==> src/hdl/utf8v_pkg.sv <==
// Package for the UTF-8 stream validator: word, result and state types,
// byte range constants and the shared clear value. No dependencies.
package utf8v_pkg;

    localparam logic [7:0] C_CONT_LOW     = 8'h80;
    localparam logic [7:0] C_CONT_HIGH    = 8'hBF;
    localparam logic [7:0] C_ASCII_MAX    = 8'h7F;
    localparam logic [7:0] C_LEAD2_LOW    = 8'hC2;
    localparam logic [7:0] C_LEAD2_HIGH   = 8'hDF;
    localparam logic [7:0] C_LEAD3_LOW    = 8'hE0;
    localparam logic [7:0] C_LEAD3_HIGH   = 8'hEF;
    localparam logic [7:0] C_LEAD3_SURR   = 8'hED;
    localparam logic [7:0] C_LEAD4_LOW    = 8'hF0;
    localparam logic [7:0] C_LEAD4_HIGH   = 8'hF4;
    localparam logic [7:0] C_E0_CONT_MIN  = 8'hA0;
    localparam logic [7:0] C_ED_CONT_MAX  = 8'h9F;
    localparam logic [7:0] C_F0_CONT_MIN  = 8'h90;
    localparam logic [7:0] C_F4_CONT_MAX  = 8'h8F;

    typedef struct packed {
        logic [7:0] data_byte;
        logic       has_byte;
        logic       end_of_text;
    } t_word;

    typedef struct packed {
        logic error_seen;
        logic verdict_ready;
        logic text_valid;
    } t_result;

    typedef struct packed {
        logic [1:0] pending;
        logic [7:0] next_min;
        logic [7:0] next_max;
        logic       error_flag;
    } t_state;

    localparam t_state C_STATE_CLEAR = '{
        pending:    2'd0,
        next_min:   C_CONT_LOW,
        next_max:   C_CONT_HIGH,
        error_flag: 1'b0
    };

endpackage

==> src/hdl/utf8_stream_validator_unit.sv <==
// UTF-8 stream validator, one byte per word, with per-buffer verdict on the end word.
// Throughput is one word per clock while the output is not stalled; each word passes
// through the input register and then the result register around the byte
// decode. The decode state (open continuations, allowed range of the next byte and
// the sticky error) is updated as a word moves from the input register to the
// result register, and is cleared by every end word. Each word gives one result.
// Depends on utf8v_pkg and utf8v_check.
module utf8_stream_validator_unit
    import utf8v_pkg::*;
(
    input  logic       i_clk,
    input  logic       i_rst_n,
    input  logic       i_valid,
    output logic       o_stall,
    input  logic [7:0] i_data_byte,
    input  logic       i_has_byte,
    input  logic       i_end_of_text,
    output logic       o_valid,
    input  logic       i_stall,
    output logic       o_error_seen,
    output logic       o_verdict_ready,
    output logic       o_text_valid
);

    logic    r_in_valid;
    t_word   r_in;
    logic    r_out_valid;
    t_result r_out;
    t_state  r_state;

    t_state  n_state;
    t_result w_result;
    logic    w_out_free;
    logic    w_move;
    logic    w_accept;

    assign w_out_free = ~r_out_valid | ~i_stall;
    assign w_move     = r_in_valid & w_out_free;
    assign o_stall    = r_in_valid & ~w_out_free;
    assign w_accept   = i_valid & ~o_stall;

    utf8v_check u_check (
        .i_word       (r_in),
        .i_state      (r_state),
        .o_state_next (n_state),
        .o_result     (w_result)
    );

    always_ff @(posedge i_clk) begin
        if (!i_rst_n) begin
            r_in_valid  <= 1'b0;
            r_out_valid <= 1'b0;
            r_state     <= C_STATE_CLEAR;
        end else begin
            if (w_accept) begin
                r_in_valid <= 1'b1;
            end else if (w_move) begin
                r_in_valid <= 1'b0;
            end
            if (w_out_free) begin
                r_out_valid <= r_in_valid;
            end
            // advance decode state only as a word leaves the input register
            if (w_move) begin
                r_state <= n_state;
            end
        end
    end

    always_ff @(posedge i_clk) begin
        if (w_accept) begin
            r_in.data_byte   <= i_data_byte;
            r_in.has_byte    <= i_has_byte;
            r_in.end_of_text <= i_end_of_text;
        end
        if (w_move) begin
            r_out <= w_result;
        end
    end

    assign o_valid         = r_out_valid;
    assign o_error_seen    = r_out.error_seen;
    assign o_verdict_ready = r_out.verdict_ready;
    assign o_text_valid    = r_out.text_valid;

`ifndef NO_ASSERTIONS
    a_verdict_consistent: assert property (@(posedge i_clk) disable iff (!i_rst_n)
        (o_valid && o_verdict_ready) |-> (o_text_valid != o_error_seen))
        else $error("verdict and error flag disagree");

    a_no_valid_without_verdict: assert property (@(posedge i_clk) disable iff (!i_rst_n)
        (o_valid && !o_verdict_ready) |-> !o_text_valid)
        else $error("text_valid set without verdict");

    a_clear_after_end: assert property (@(posedge i_clk) disable iff (!i_rst_n)
        (w_move && r_in.end_of_text) |=> (r_state == C_STATE_CLEAR))
        else $error("state not cleared after end word");

    a_stall_only_when_full: assert property (@(posedge i_clk) disable iff (!i_rst_n)
        !r_in_valid |-> !o_stall)
        else $error("stall raised with empty input register");
`endif

endmodule

==> src/hdl/utf8v_check.sv <==
// Byte decode for the UTF-8 stream validator: next state and result for one word.
// Depends on utf8v_pkg.
module utf8v_check
    import utf8v_pkg::*;
(
    input  t_word   i_word,
    input  t_state  i_state,
    output t_state  o_state_next,
    output t_result o_result
);

    t_state w_after;
    logic   w_err;

    always_comb begin
        w_after = i_state;
        if (i_word.has_byte) begin
            w_after.next_min = C_CONT_LOW;
            w_after.next_max = C_CONT_HIGH;
            if (i_state.pending != 2'd0) begin
                if (i_word.data_byte < i_state.next_min ||
                    i_word.data_byte > i_state.next_max) begin
                    // drop the open sequence; next byte is a new lead
                    w_after.error_flag = 1'b1;
                    w_after.pending    = 2'd0;
                end else begin
                    w_after.pending = i_state.pending - 2'd1;
                end
            end else if (i_word.data_byte == 8'h00) begin
                w_after.error_flag = 1'b1;
            end else if (i_word.data_byte <= C_ASCII_MAX) begin
                w_after.pending = 2'd0;
            end else if (i_word.data_byte >= C_LEAD2_LOW &&
                         i_word.data_byte <= C_LEAD2_HIGH) begin
                w_after.pending = 2'd1;
            end else if (i_word.data_byte >= C_LEAD3_LOW &&
                         i_word.data_byte <= C_LEAD3_HIGH) begin
                w_after.pending = 2'd2;
                if (i_word.data_byte == C_LEAD3_LOW) begin
                    w_after.next_min = C_E0_CONT_MIN;
                end else if (i_word.data_byte == C_LEAD3_SURR) begin
                    w_after.next_max = C_ED_CONT_MAX;
                end
            end else if (i_word.data_byte >= C_LEAD4_LOW &&
                         i_word.data_byte <= C_LEAD4_HIGH) begin
                w_after.pending = 2'd3;
                if (i_word.data_byte == C_LEAD4_LOW) begin
                    w_after.next_min = C_F0_CONT_MIN;
                end else if (i_word.data_byte == C_LEAD4_HIGH) begin
                    w_after.next_max = C_F4_CONT_MAX;
                end
            end else begin
                // stray continuation or forbidden lead
                w_after.error_flag = 1'b1;
            end
        end
    end

    assign w_err = w_after.error_flag | (w_after.pending != 2'd0);

    always_comb begin
        if (i_word.end_of_text) begin
            o_state_next           = C_STATE_CLEAR;
            o_result.error_seen    = w_err;
            o_result.verdict_ready = 1'b1;
            o_result.text_valid    = ~w_err;
        end else begin
            o_state_next           = w_after;
            o_result.error_seen    = w_after.error_flag;
            o_result.verdict_ready = 1'b0;
            o_result.text_valid    = 1'b0;
        end
    end

endmodule
==> config.mk <==
export PLATFORM = sky130hd
export DESIGN_NAME = utf8_stream_validator_unit
export DESIGN_NICKNAME = d
export VERILOG_FILES = /design/src/hdl/utf8v_pkg.sv /design/src/hdl/utf8_stream_validator_unit.sv /design/src/hdl/utf8v_check.sv
export SDC_FILE = /design/constraint.sdc
export NUM_CORES = 1
export LEC_CHECK = 0
export ABC_CLOCK_PERIOD_IN_PS = 2300
export BUFFER_PORTS_ARGS = -buffer_cell sky130_fd_sc_hd__clkbuf_2
export CAP_MARGIN = 10
export CORE_UTILIZATION = 40
export CTS_CLUSTER_DIAMETER = 150
export DETAILED_ROUTE_END_ITERATION = 8
export GPL_ROUTABILITY_DRIVEN = 0
export PLACE_DENSITY_LB_ADDON = 0.2
export SLEW_MARGIN = 20
export SYNTH_ARGS = -nofsm -noshare
export SYNTH_HDL_FRONTEND = slang
export SYNTH_SLANG_ARGS = --single-unit
==> constraint.sdc <==
create_clock -name i_clk -period 2.3 [get_ports i_clk]
set_input_delay 0.115 -clock i_clk [delete_from_list [all_inputs] [get_ports i_clk]]
set_output_delay 0.115 -clock i_clk [all_outputs]
set_load 0.005 [all_outputs]
==> results of run 1 <==
## worst min-delay path by stage
stage	slack, ps	start	end
2_1_floorplan	210	i_end_of_text	r_in[0]
3_5_place_dp	290	i_end_of_text	r_in[0]
6_report	20	i_valid	r_in_valid
5_1_grt	20	i_valid	r_in_valid
3_3_place_gp	290	i_data_byte[3]	r_in[5]
4_1_cts	8	i_valid	r_in_valid
## per-layer routing
metal	vias to the layer above	global-route usage [%]
li1	582	-
met1	544	23.56
met2	33	31.53
met3	4	2.637
met4	0	9.184
met5	-	0
## logic make-up (layout without fill, tap and decap cells)
family | count (synthesis) | count (layout)
compound gates | 37 | 37
fa+ha+maj | 10 | 10
buf+inv | 15 | 57
flops | 23 | 23
simple gates | 49 | 49
## sequential cells by signal, indices dropped and copies added (netlist names)
name             cells
o_text_valid         1
r_state              8
r_in                10
o_verdict_ready      1
o_valid              1
r_in_valid           1
o_error_seen         1
## cells in the final DEF, fill, tap and decap left out, types with 2 or more instances in the layout
| cell type | Yosys | layout |
|---|---|---|
| ha_1 | 10 | 9 |
| clkbuf_4 | 0 | 3 |
| clkbuf_2 | 0 | 18 |
| inv_2 | 1 | 2 |
| nor4_1 | 3 | 3 |
| o21a_1 | 2 | 2 |
| a21oi_1 | 11 | 9 |
| nand3_1 | 3 | 3 |
| buf_4 | 1 | 11 |
| edfxtp_1 | 13 | 13 |
| o21ai_0 | 7 | 6 |
| inv_1 | 13 | 12 |
| nor3_1 | 4 | 4 |
| dlygate4sd3_1 | 0 | 10 |
| dfxtp_1 | 10 | 10 |
| nand2_1 | 10 | 10 |
| a31oi_1 | 3 | 3 |
| and3_1 | 2 | 2 |
| a21boi_0 | 2 | 2 |
| o21ai_1 | 2 | 3 |
| nand4b_1 | 2 | 2 |
| nor2_1 | 9 | 9 |
| a21oi_2 | 0 | 2 |
| nand4_1 | 3 | 3 |
| nor2b_1 | 3 | 3 |
| o22ai_1 | 2 | 2 |
## power groups by stage
| stage | Sequential, mW | Clock, mW | Combinational (mW) |
|---|---|---|---|
| finish | 0.467 | 0.185 | 0.120 |
| detailed placement | 0.476 | 0 | 0.102 |
| global route | 0.469 | 0.209 | 0.133 |
| CTS | 0.466 | 0.192 | 0.116 |
| floorplan | 0.478 | 0 | 0.0541 |
| global placement | 0.475 | 0 | 0.0995 |
## critical path: cells and delay by family, from the launching register on
kind                     cells  cell delay [ps]
AO/OA/AOI/OAI                3              700
adder cells (fa/ha/maj)      1              300
buffers and inverters        1              140
AND/OR/NAND/NOR              3              340
flip-flops                   1              460
## area by class of cell
type                       instances  area, um2  share of cell area (%)
multi-input combinational         96      644.4                   39.22
sequential                        23      590.6                   35.95
timing repair buffer              39      272.8                   16.60
tap                               44      55.05                   3.351
inverter                          14      52.55                   3.199
clock buffer                       3      22.52                   1.371
clock inverter                     1      5.005                  0.3046
## per-stage QoR
| step | setup slack [ps] | cell area [um2] | TNS (ps) |
|---|---|---|---|
| floorplan | 249.9 | 1275 | 0 |
| global placement | 105.9 | 1488 | 0 |
| detailed placement | 91.72 | 1488 | 0 |
| CTS | 77.56 | 1615 | 0 |
| global route | -2.587 | 1643 | -2.587 |
| finish | 122.4 | 1643 | 0 |
## timing repair
item                                    in CTS  in global routing
hold endpoints to repair                    10                  0
buffers inserted                             0                  1
endpoints found under the setup margin       0                  2
resized for setup                            0                  5
hold buffers                                10                  0
==> impl_results.md, run 1 <==
* Routed wl met2 at 1345 um
* Simple-Gate Fraction of Synth Area at 20.90%
* Top FF cell, synth: edfxtp_1
* Critical-path cell list: ha_4 > nand4b_1 > nand2b_1 > a21oi_2 > nor4_1 > buf_4 > a2111o_1 > a21o_1
* Starting Density at 42.11%
* Combinational Power Share at 15.5%
* Initial DRC count at 62
* PwrDens at 469.6 nW/um2
* Clock root cell: clkbuf_4
* Share of the synthesized area in the top cell type at 30.62%
* Fin nets at 201
* Fmax achieved at 459.2 MHz
* Final setup vio count at 0
* Metal-1 WL at 1312 um
* Reg2reg setup slack at 120 ps
* Final number of hold-violating endpoints at 0
* Util after Layout at 54.26%
* Hpwl dp at 2184 um
* Ys async rst share at 0%
* Clock transition at the registers of the reported paths at 130 ps
* Vias per Instance at 5.286
* Slew Limit Fails at 0
* Worst hold slack at 19.71 ps
* XOR/XNOR Fraction of Synth Area at 0%
* Final Cycle Share at 94.68%
* Synthesis warning total at 0
* Drt drc at 0
* Top post-synthesis cells by count: 13 x edfxtp_1, 13 x inv_1, 11 x a21oi_1
* Synth-to-layout area growth at 28.85%
* WL/cell at 12.80 um
* CORE AREA at 3028 um2
* DRT antenna net count at 0
* Vias in the first global route at 1128
* Internal at 578.4 uW
* Number of synthesized flops with an enable pin at 13
* Peak supply drop at 0.2777 mV
* Wire length on met3 at 130 um
* Share of layout cells above drive strength 1 at 23.86%
* Yosys cell types at 40
* Final WL at 2815 um
* Via Count at 1163
* Top Metal Used: met4
* Post-Layout Cell Count at 220
* Seq cells post-synth at 23
* Psw at 193.1 uW
* Worst Hold Class: in2reg
* Sequential area share after synthesis at 46.32%
* Rows at 20
* Initial antenna violation count at 0
* Post-Syn Instances at 134
* TritonCTS Sinks at 23
* Hold Path Cell Cnt at 2
* Adder-Cell Fraction of Synth Area at 9.814%
* Max_slew headroom at 68.64%
* Net Sw Frac at 25.03%
* Critical Path End Type: flip-flop
* Status: finished, final reports clean
* Largest area contributor in the netlist: edfxtp_1
* Critical path type: reg2reg
* Largest family of logic cells by synthesized area: simple AND/OR/NAND/NOR gates
* Max-cap violation count at 0
* CP Launch Type: flip-flop
* Port buffer count at 18
* Required time worst endpoint at 2380 ps
* Worst reg2reg path endpoint: o_error_seen
* FF-to-FF Start: r_in[9]
* Global-route wire length before repair at 4767 um
* Die ar. at 3417 um2
* Pwr Total at 771.5 uW
* Worst setup path end: o_error_seen
* Area contributors post-synth: edfxtp_1 31%, dfxtp_1 16%, ha_1 9.8%, a21oi_1 4.3%, inv_1 3.8%
* Io pins at 19
* CP Launch Point: r_in[9]
* R2R depth at 8
* Total CTS buffers at 3
* Die height at 58.46 um
* H-tree Lvls at 1
* Post-synthesis compound-gate area fraction at 18.25%
* Minimum clock period at 2178 ps
* CTS max path bufs at 2
* Gr ovfl total at 0
* Fillers at 263
* Worst Tran Pin Value at 466.1 ps
* GRT Util Overall at 18.70%
* Sequential power share at 60.5%
* Largest net degree at the start of global routing at 14
* Placed Cells at 205
* Mapped cell area at 1275 um2
* Critical path arrival at 2260 ps
* Syn nets at 158
* CTS tree: done
* Chip width at 58.46 um
* Pleak at 0.6926 nW
* # diodes at 0
* Drt first pass iters at 4
* Multiplexer area fraction after synthesis at 0%
* Worst-Skew Late Latency at 300 ps
* Clock share of power at 24.0%
* Worst path max stage delay at 460 ps
* Synthesized area per cell at 9.515 um2
* Slowest stage cell on the critical path: edfxtp_1
* Worst Skew at 0.7989 ps
* CP max FO at 3
Power figures use the tool's default switching activity.
==> run 2: changes to the inputs <==
--- a/config.mk
+++ b/config.mk
@@ -12,7 +12,7 @@
 export CTS_CLUSTER_DIAMETER = 150
 export DETAILED_ROUTE_END_ITERATION = 8
 export GPL_ROUTABILITY_DRIVEN = 0
-export PLACE_DENSITY_LB_ADDON = 0.2
+export PLACE_DENSITY = 0.57
 export SLEW_MARGIN = 20
 export SYNTH_ARGS = -nofsm -noshare
 export SYNTH_HDL_FRONTEND = slang
==> run 2 against run 1 <==
Against the previous run: core utilization is 1.4 points lower; clock skew is 2.3 ps higher; non-clock buffer count is 4 lower; wire length is 3.9% lower; first-iteration DRC count is 1.6% higher; flip-flop and latch count stayed put; critical endpoint unchanged.
==> impl_results.md, run 2 (synthesis results as in run 1) <==
* Status: finished, final reports clean
* Fmax achieved at 455.0 MHz
* Critical path type: reg2reg
* Commonest non-fill, non-tap cell in the layout: clkbuf_2
* Peak supply drop at 0.3649 mV
* Largest registers: r_in x10, r_state x8
* Port buffer count at 18
* Clock root cell: clkbuf_4
* CP max FO at 5
* Vias per Instance at 5.292
* Required time worst endpoint at 2380 ps
* H-tree Lvls at 1
* Pleak at 0.6761 nW
* Total CTS buffers at 3
* Util after Layout at 52.81%
* Critical-path cell list: inv_1 > ha_1 > nand4b_1 > nand2b_1 > a21oi_1 > nor4_2 > a2111o_1 > a21o_1
* Die ar. at 3417 um2
* Chip width at 58.46 um
* CORE AREA at 3028 um2
* Initial DRC count at 63
* Via Count at 1143
* Clock transition at the registers of the reported paths at 120 ps
* Initial antenna violation count at 0
* PwrDens at 475.1 nW/um2
* Critical Path End Type: flip-flop
* # diodes at 0
* DRT antenna net count at 0
* Max-cap violation count at 0
* Worst-Skew Late Latency at 300 ps
* Final setup vio count at 0
* Worst Tran Pin Value at 574.6 ps
* Final WL at 2705 um
* Biggest register: r_in
* Die height at 58.46 um
* RSZ-0062 raised after global routing: false
* Synth-to-layout area growth at 25.42%
* Most frequent cells in the layout: 18 x clkbuf_2, 13 x inv_1, 13 x edfxtp_1
* Starting Density at 42.11%
* WL/cell at 12.52 um
* Largest net degree at the start of global routing at 14
* Slew Limit Fails at 0
* Worst path max stage delay at 390 ps
* Minimum clock period at 2198 ps
* Largest register FFs at 10
* Final number of hold-violating endpoints at 0
* TritonCTS Sinks at 23
* Gr ovfl total at 0
* Vias in the first global route at 1019
* Drt drc at 0
* Rows at 20
* Pwr Total at 759.7 uW
* Share of layout cells above drive strength 1 at 20.35%
* Delay-heaviest family, CP: compound AO/OA/AOI/OAI gates
* Max_slew headroom at 61.34%
* Global-route wire length before repair at 4443 um
* CP Launch Type: flip-flop
* CTS max path bufs at 2
* Hpwl dp at 2042 um
* Fillers at 268
* Worst Skew at 3.145 ps
* GRT Util Overall at 17.17%
* Slowest stage cell on the critical path: a2111o_1
* Worst Hold Class: in2reg
* Critical path arrival at 2280 ps
* Drt first pass iters at 6
* Io pins at 19
* Buf/Inv on CP at 1
* Setup TNS at 0 ps
* Final Cycle Share at 95.56%
* CTS tree: done
* Fin nets at 197
## run 2: changes by cell type in the layout (fill, tap and decap cells not counted), sizes merged
cell,delta
buf,-4
## run 2: through the flow
stage                     area [um2]  instances  setup slack, ps  hold WS, ps
after floorplan                 1275        134            249.9        213.9
after global placement          1458        201            99.59        293.0
after detailed placement        1458        201            77.68        293.6
after CTS                       1585        215            66.29        19.32
after global routing            1599        216           0.5904        21.33
final                           1599        216            102.1        21.16
## run 2: layout make-up
type	count	area (um2)	area share, %
timing repair buffer	35	242.7	15.18
inverter	14	52.55	3.286
tap	44	55.05	3.443
clock buffer	3	22.52	1.408
clock inverter	1	5.005	0.3130
sequential	23	590.6	36.93
multi-input combinational	96	630.6	39.44
## run 2: repair_timing
| action | 4_1_cts | 5_1_grt |
|---|---|---|
| buffers inserted | 0 | 1 |
| hold buffers | 10 | 0 |
| resized for setup | 0 | 1 |
| endpoints found under the hold margin | 10 | 0 |
| setup endpoints to repair | 0 | 2 |
## run 2: where the power goes
part,internal [mW],switching [mW]
clock network,0.0648,0.115
registers,0.453,0.0175
logic,0.0556,0.0536
## run 2: worst paths after layout
path,from,endpoint,slack [ps],cells past startpoint
min,i_valid,r_in_valid,20,2
max reg2reg,r_state[4],o_error_seen,100,8
min reg2reg,r_state[13],r_state[13],480,2
max,r_state[4],o_error_seen,100,8
## run 2: metal layers
metal	share of wire (%)	track usage (%)
met5	0	0
met1	49	22.91
met2	47	27.91
met4	1.3	6.803
met3	3.4	2.857
==> run 3: changes to the inputs <==
--- a/config.mk
+++ b/config.mk
@@ -5,14 +5,14 @@
 export SDC_FILE = /design/constraint.sdc
 export NUM_CORES = 1
 export LEC_CHECK = 0
-export ABC_CLOCK_PERIOD_IN_PS = 2300
+export ABC_CLOCK_PERIOD_IN_PS = 1950
 export BUFFER_PORTS_ARGS = -buffer_cell sky130_fd_sc_hd__clkbuf_2
 export CAP_MARGIN = 10
 export CORE_UTILIZATION = 40
 export CTS_CLUSTER_DIAMETER = 150
 export DETAILED_ROUTE_END_ITERATION = 8
 export GPL_ROUTABILITY_DRIVEN = 0
-export PLACE_DENSITY = 0.57
+export PLACE_DENSITY = 0.6
 export SLEW_MARGIN = 20
 export SYNTH_ARGS = -nofsm -noshare
 export SYNTH_HDL_FRONTEND = slang
==> constraint.sdc (replaced) <==
create_clock -name i_clk -period 1.95 [get_ports i_clk]
set_input_delay 0.0975 -clock i_clk [delete_from_list [all_inputs] [get_ports i_clk]]
set_output_delay 0.0975 -clock i_clk [all_outputs]
set_load 0.005 [all_outputs]
==> run 3 against run 2 <==
Against the previous run: the run now ends with setup timing left; flip-flop and latch count stayed put; register-to-register slack worse by 310 ps; critical path depth is 1 lower; via count is 8.8% higher; clock power is 26% higher; sequential share of layout area is 5.0 points lower; core utilization is 8.3 points higher; largest power group unchanged.
==> impl_results.md, run 3 (synthesis results as in run 1) <==
* Drt first pass iters at 4
* CTS tree: done
* Fmax achieved at 464.4 MHz
* Global-route wire length before repair at 5278 um
* Chip width at 58.46 um
* Hpwl dp at 2373 um
* TritonCTS Sinks at 23
* Reg2reg setup slack at -200 ps
* Worst Tran Pin Value at 347.3 ps
* Largest register FFs at 10
* Initial DRC count at 71
* Required time worst endpoint at 2040 ps
* Drt drc at 0
* Port buffer count at 18
* Util after Layout at 61.12%
* H-tree Lvls at 1
* Max_slew headroom at 76.85%
* Minimum clock period at 2153 ps
* Worst Skew at 3.398 ps
* Initial antenna violation count at 0
* Placed instance area at 1597 um2
* PwrDens at 519.7 nW/um2
* Vias in the first global route at 1243
* Gr ovfl total at 0
* Starting Density at 42.11%
* Clock transition at the registers of the reported paths at 120 ps
* Buf/Inv on CP at 0
* CP max FO at 4
* Worst-Skew Late Latency at 320 ps
* GRT Util Overall at 20.50%
* Die height at 58.46 um
* Most frequent cells in the layout: 23 x buf_4, 18 x clkbuf_2, 13 x edfxtp_1
* Status: finished with violations
* DRT antenna net count at 0
* Synth-to-layout area growth at 45.14%
* Io pins at 19
* CTS max path bufs at 2
* Final Cycle Share at 110.4%
* Worst path max stage delay at 520 ps
* Critical path type: reg2reg
* Final setup vio count at 4
* Critical Path End Type: flip-flop
* Fin worst setup slack at -203.2 ps
* Via Count at 1244
* Largest net degree at the start of global routing at 13
* Worst Hold Class: in2reg
* Share of layout cells above drive strength 1 at 34.92%
* Rows at 20
* Critical path arrival at 2250 ps
* Commonest non-fill, non-tap cell in the layout: buf_4
* Slowest stage cell on the critical path: edfxtp_1
* CP Launch Type: flip-flop
* Biggest register: r_in
* Largest registers: r_in x10, r_state x8
* RSZ-0062 raised after global routing: true
* Setup TNS at -457.8 ps
* WL/cell at 15.08 um
* Final number of hold-violating endpoints at 0
* Critical-path cell list: ha_4 > nand4b_1 > nand2b_4 > a21oi_4 > nor4_2 > a2111o_1 > a21o_1
* Max-cap violation count at 0
* CORE AREA at 3028 um2
* Final instance area at 1851 um2
* Clock root cell: clkbuf_4
* Placed Cells at 215
* # diodes at 0
* Pleak at 0.7741 nW
* Final WL at 3514 um
* Peak supply drop at 0.3314 mV
* Total CTS buffers at 3
* Die ar. at 3417 um2
* Vias per Instance at 5.339
* Delay-heaviest family, CP: compound AO/OA/AOI/OAI gates
* Slew Limit Fails at 0
* Failing checks: setup timing
* Fin nets at 214
* Post-Layout Cell Count at 233
-- run 3: changes by cell type in the layout (fill, tap and decap cells not counted), moves of 2 or more --
| cell | previous run | this run |
|---|---|---|
| nor4_1 | 2 | 0 |
| a21oi_2 | 0 | 3 |
| ha_4 | 0 | 2 |
| nor4_4 | 0 | 2 |
| a21oi_1 | 11 | 7 |
| ha_1 | 10 | 8 |
| buf_4 | 7 | 23 |
| o21ai_0 | 7 | 5 |
-- run 3: worst paths after layout --
| kind | startpoint | end | cells after the start |
|---|---|---|---|
| min | i_stall | o_valid | 3 |
| max | r_in[7] | o_error_seen | 7 |
| max reg2reg | r_in[7] | o_error_seen | 7 |
| min reg2reg | r_state[13] | r_state[13] | 2 |
-- run 3: timing repair --
action	in CTS	in global routing
endpoints found under the setup margin	5	5
gates resized for setup	8	10
hold buffers	11	0
gates cloned	0	0
endpoints found under the hold margin	11	0
pin swaps	2	7
buffers inserted	1	2
-- run 3: tightest hold or removal path: stages --
cell,delay [ps]
clkbuf_2,100
a21oi_1,70
nor2b_1,90
-- run 3: area by class of cell --
type                       instances  area (um2)
sequential                        23       591.8
multi-input combinational         96       752.0
timing repair buffer              52       372.9
inverter                          14       52.55
clock buffer                       4       26.28
tap                               44       55.05
fill                             253        1177
-- run 3: routing by layer --
| metal | routed length (um) | vias to the layer above | track usage [%] |
|---|---|---|---|
| li1 | - | 607 | - |
| met1 | 1459 | 581 | 24.30 |
| met2 | 1784 | 47 | 37.27 |
| met3 | 193 | 9 | 3.077 |
| met4 | 77 | 0 | 7.823 |
| met5 | 0 | - | 0 |
-- run 3: power by group --
part           total [mW]  internal [mW]  switching (mW)
clock               0.226         0.0801           0.146
combinational       0.184         0.0930          0.0911
sequential          0.552          0.534          0.0180
total               0.962          0.707           0.255
-- run 3: stage by stage --
stage               hold slack, ps  setup WS, ps  total power [mW]
detailed placement           276.1        -181.1            0.6994
finish                       66.16        -203.2            0.9618
global placement             274.3        -133.2            0.6957
CTS                          66.02        -117.5            0.9442
floorplan                    196.4        -54.52            0.6310
global route                 104.2        -273.0            0.9949
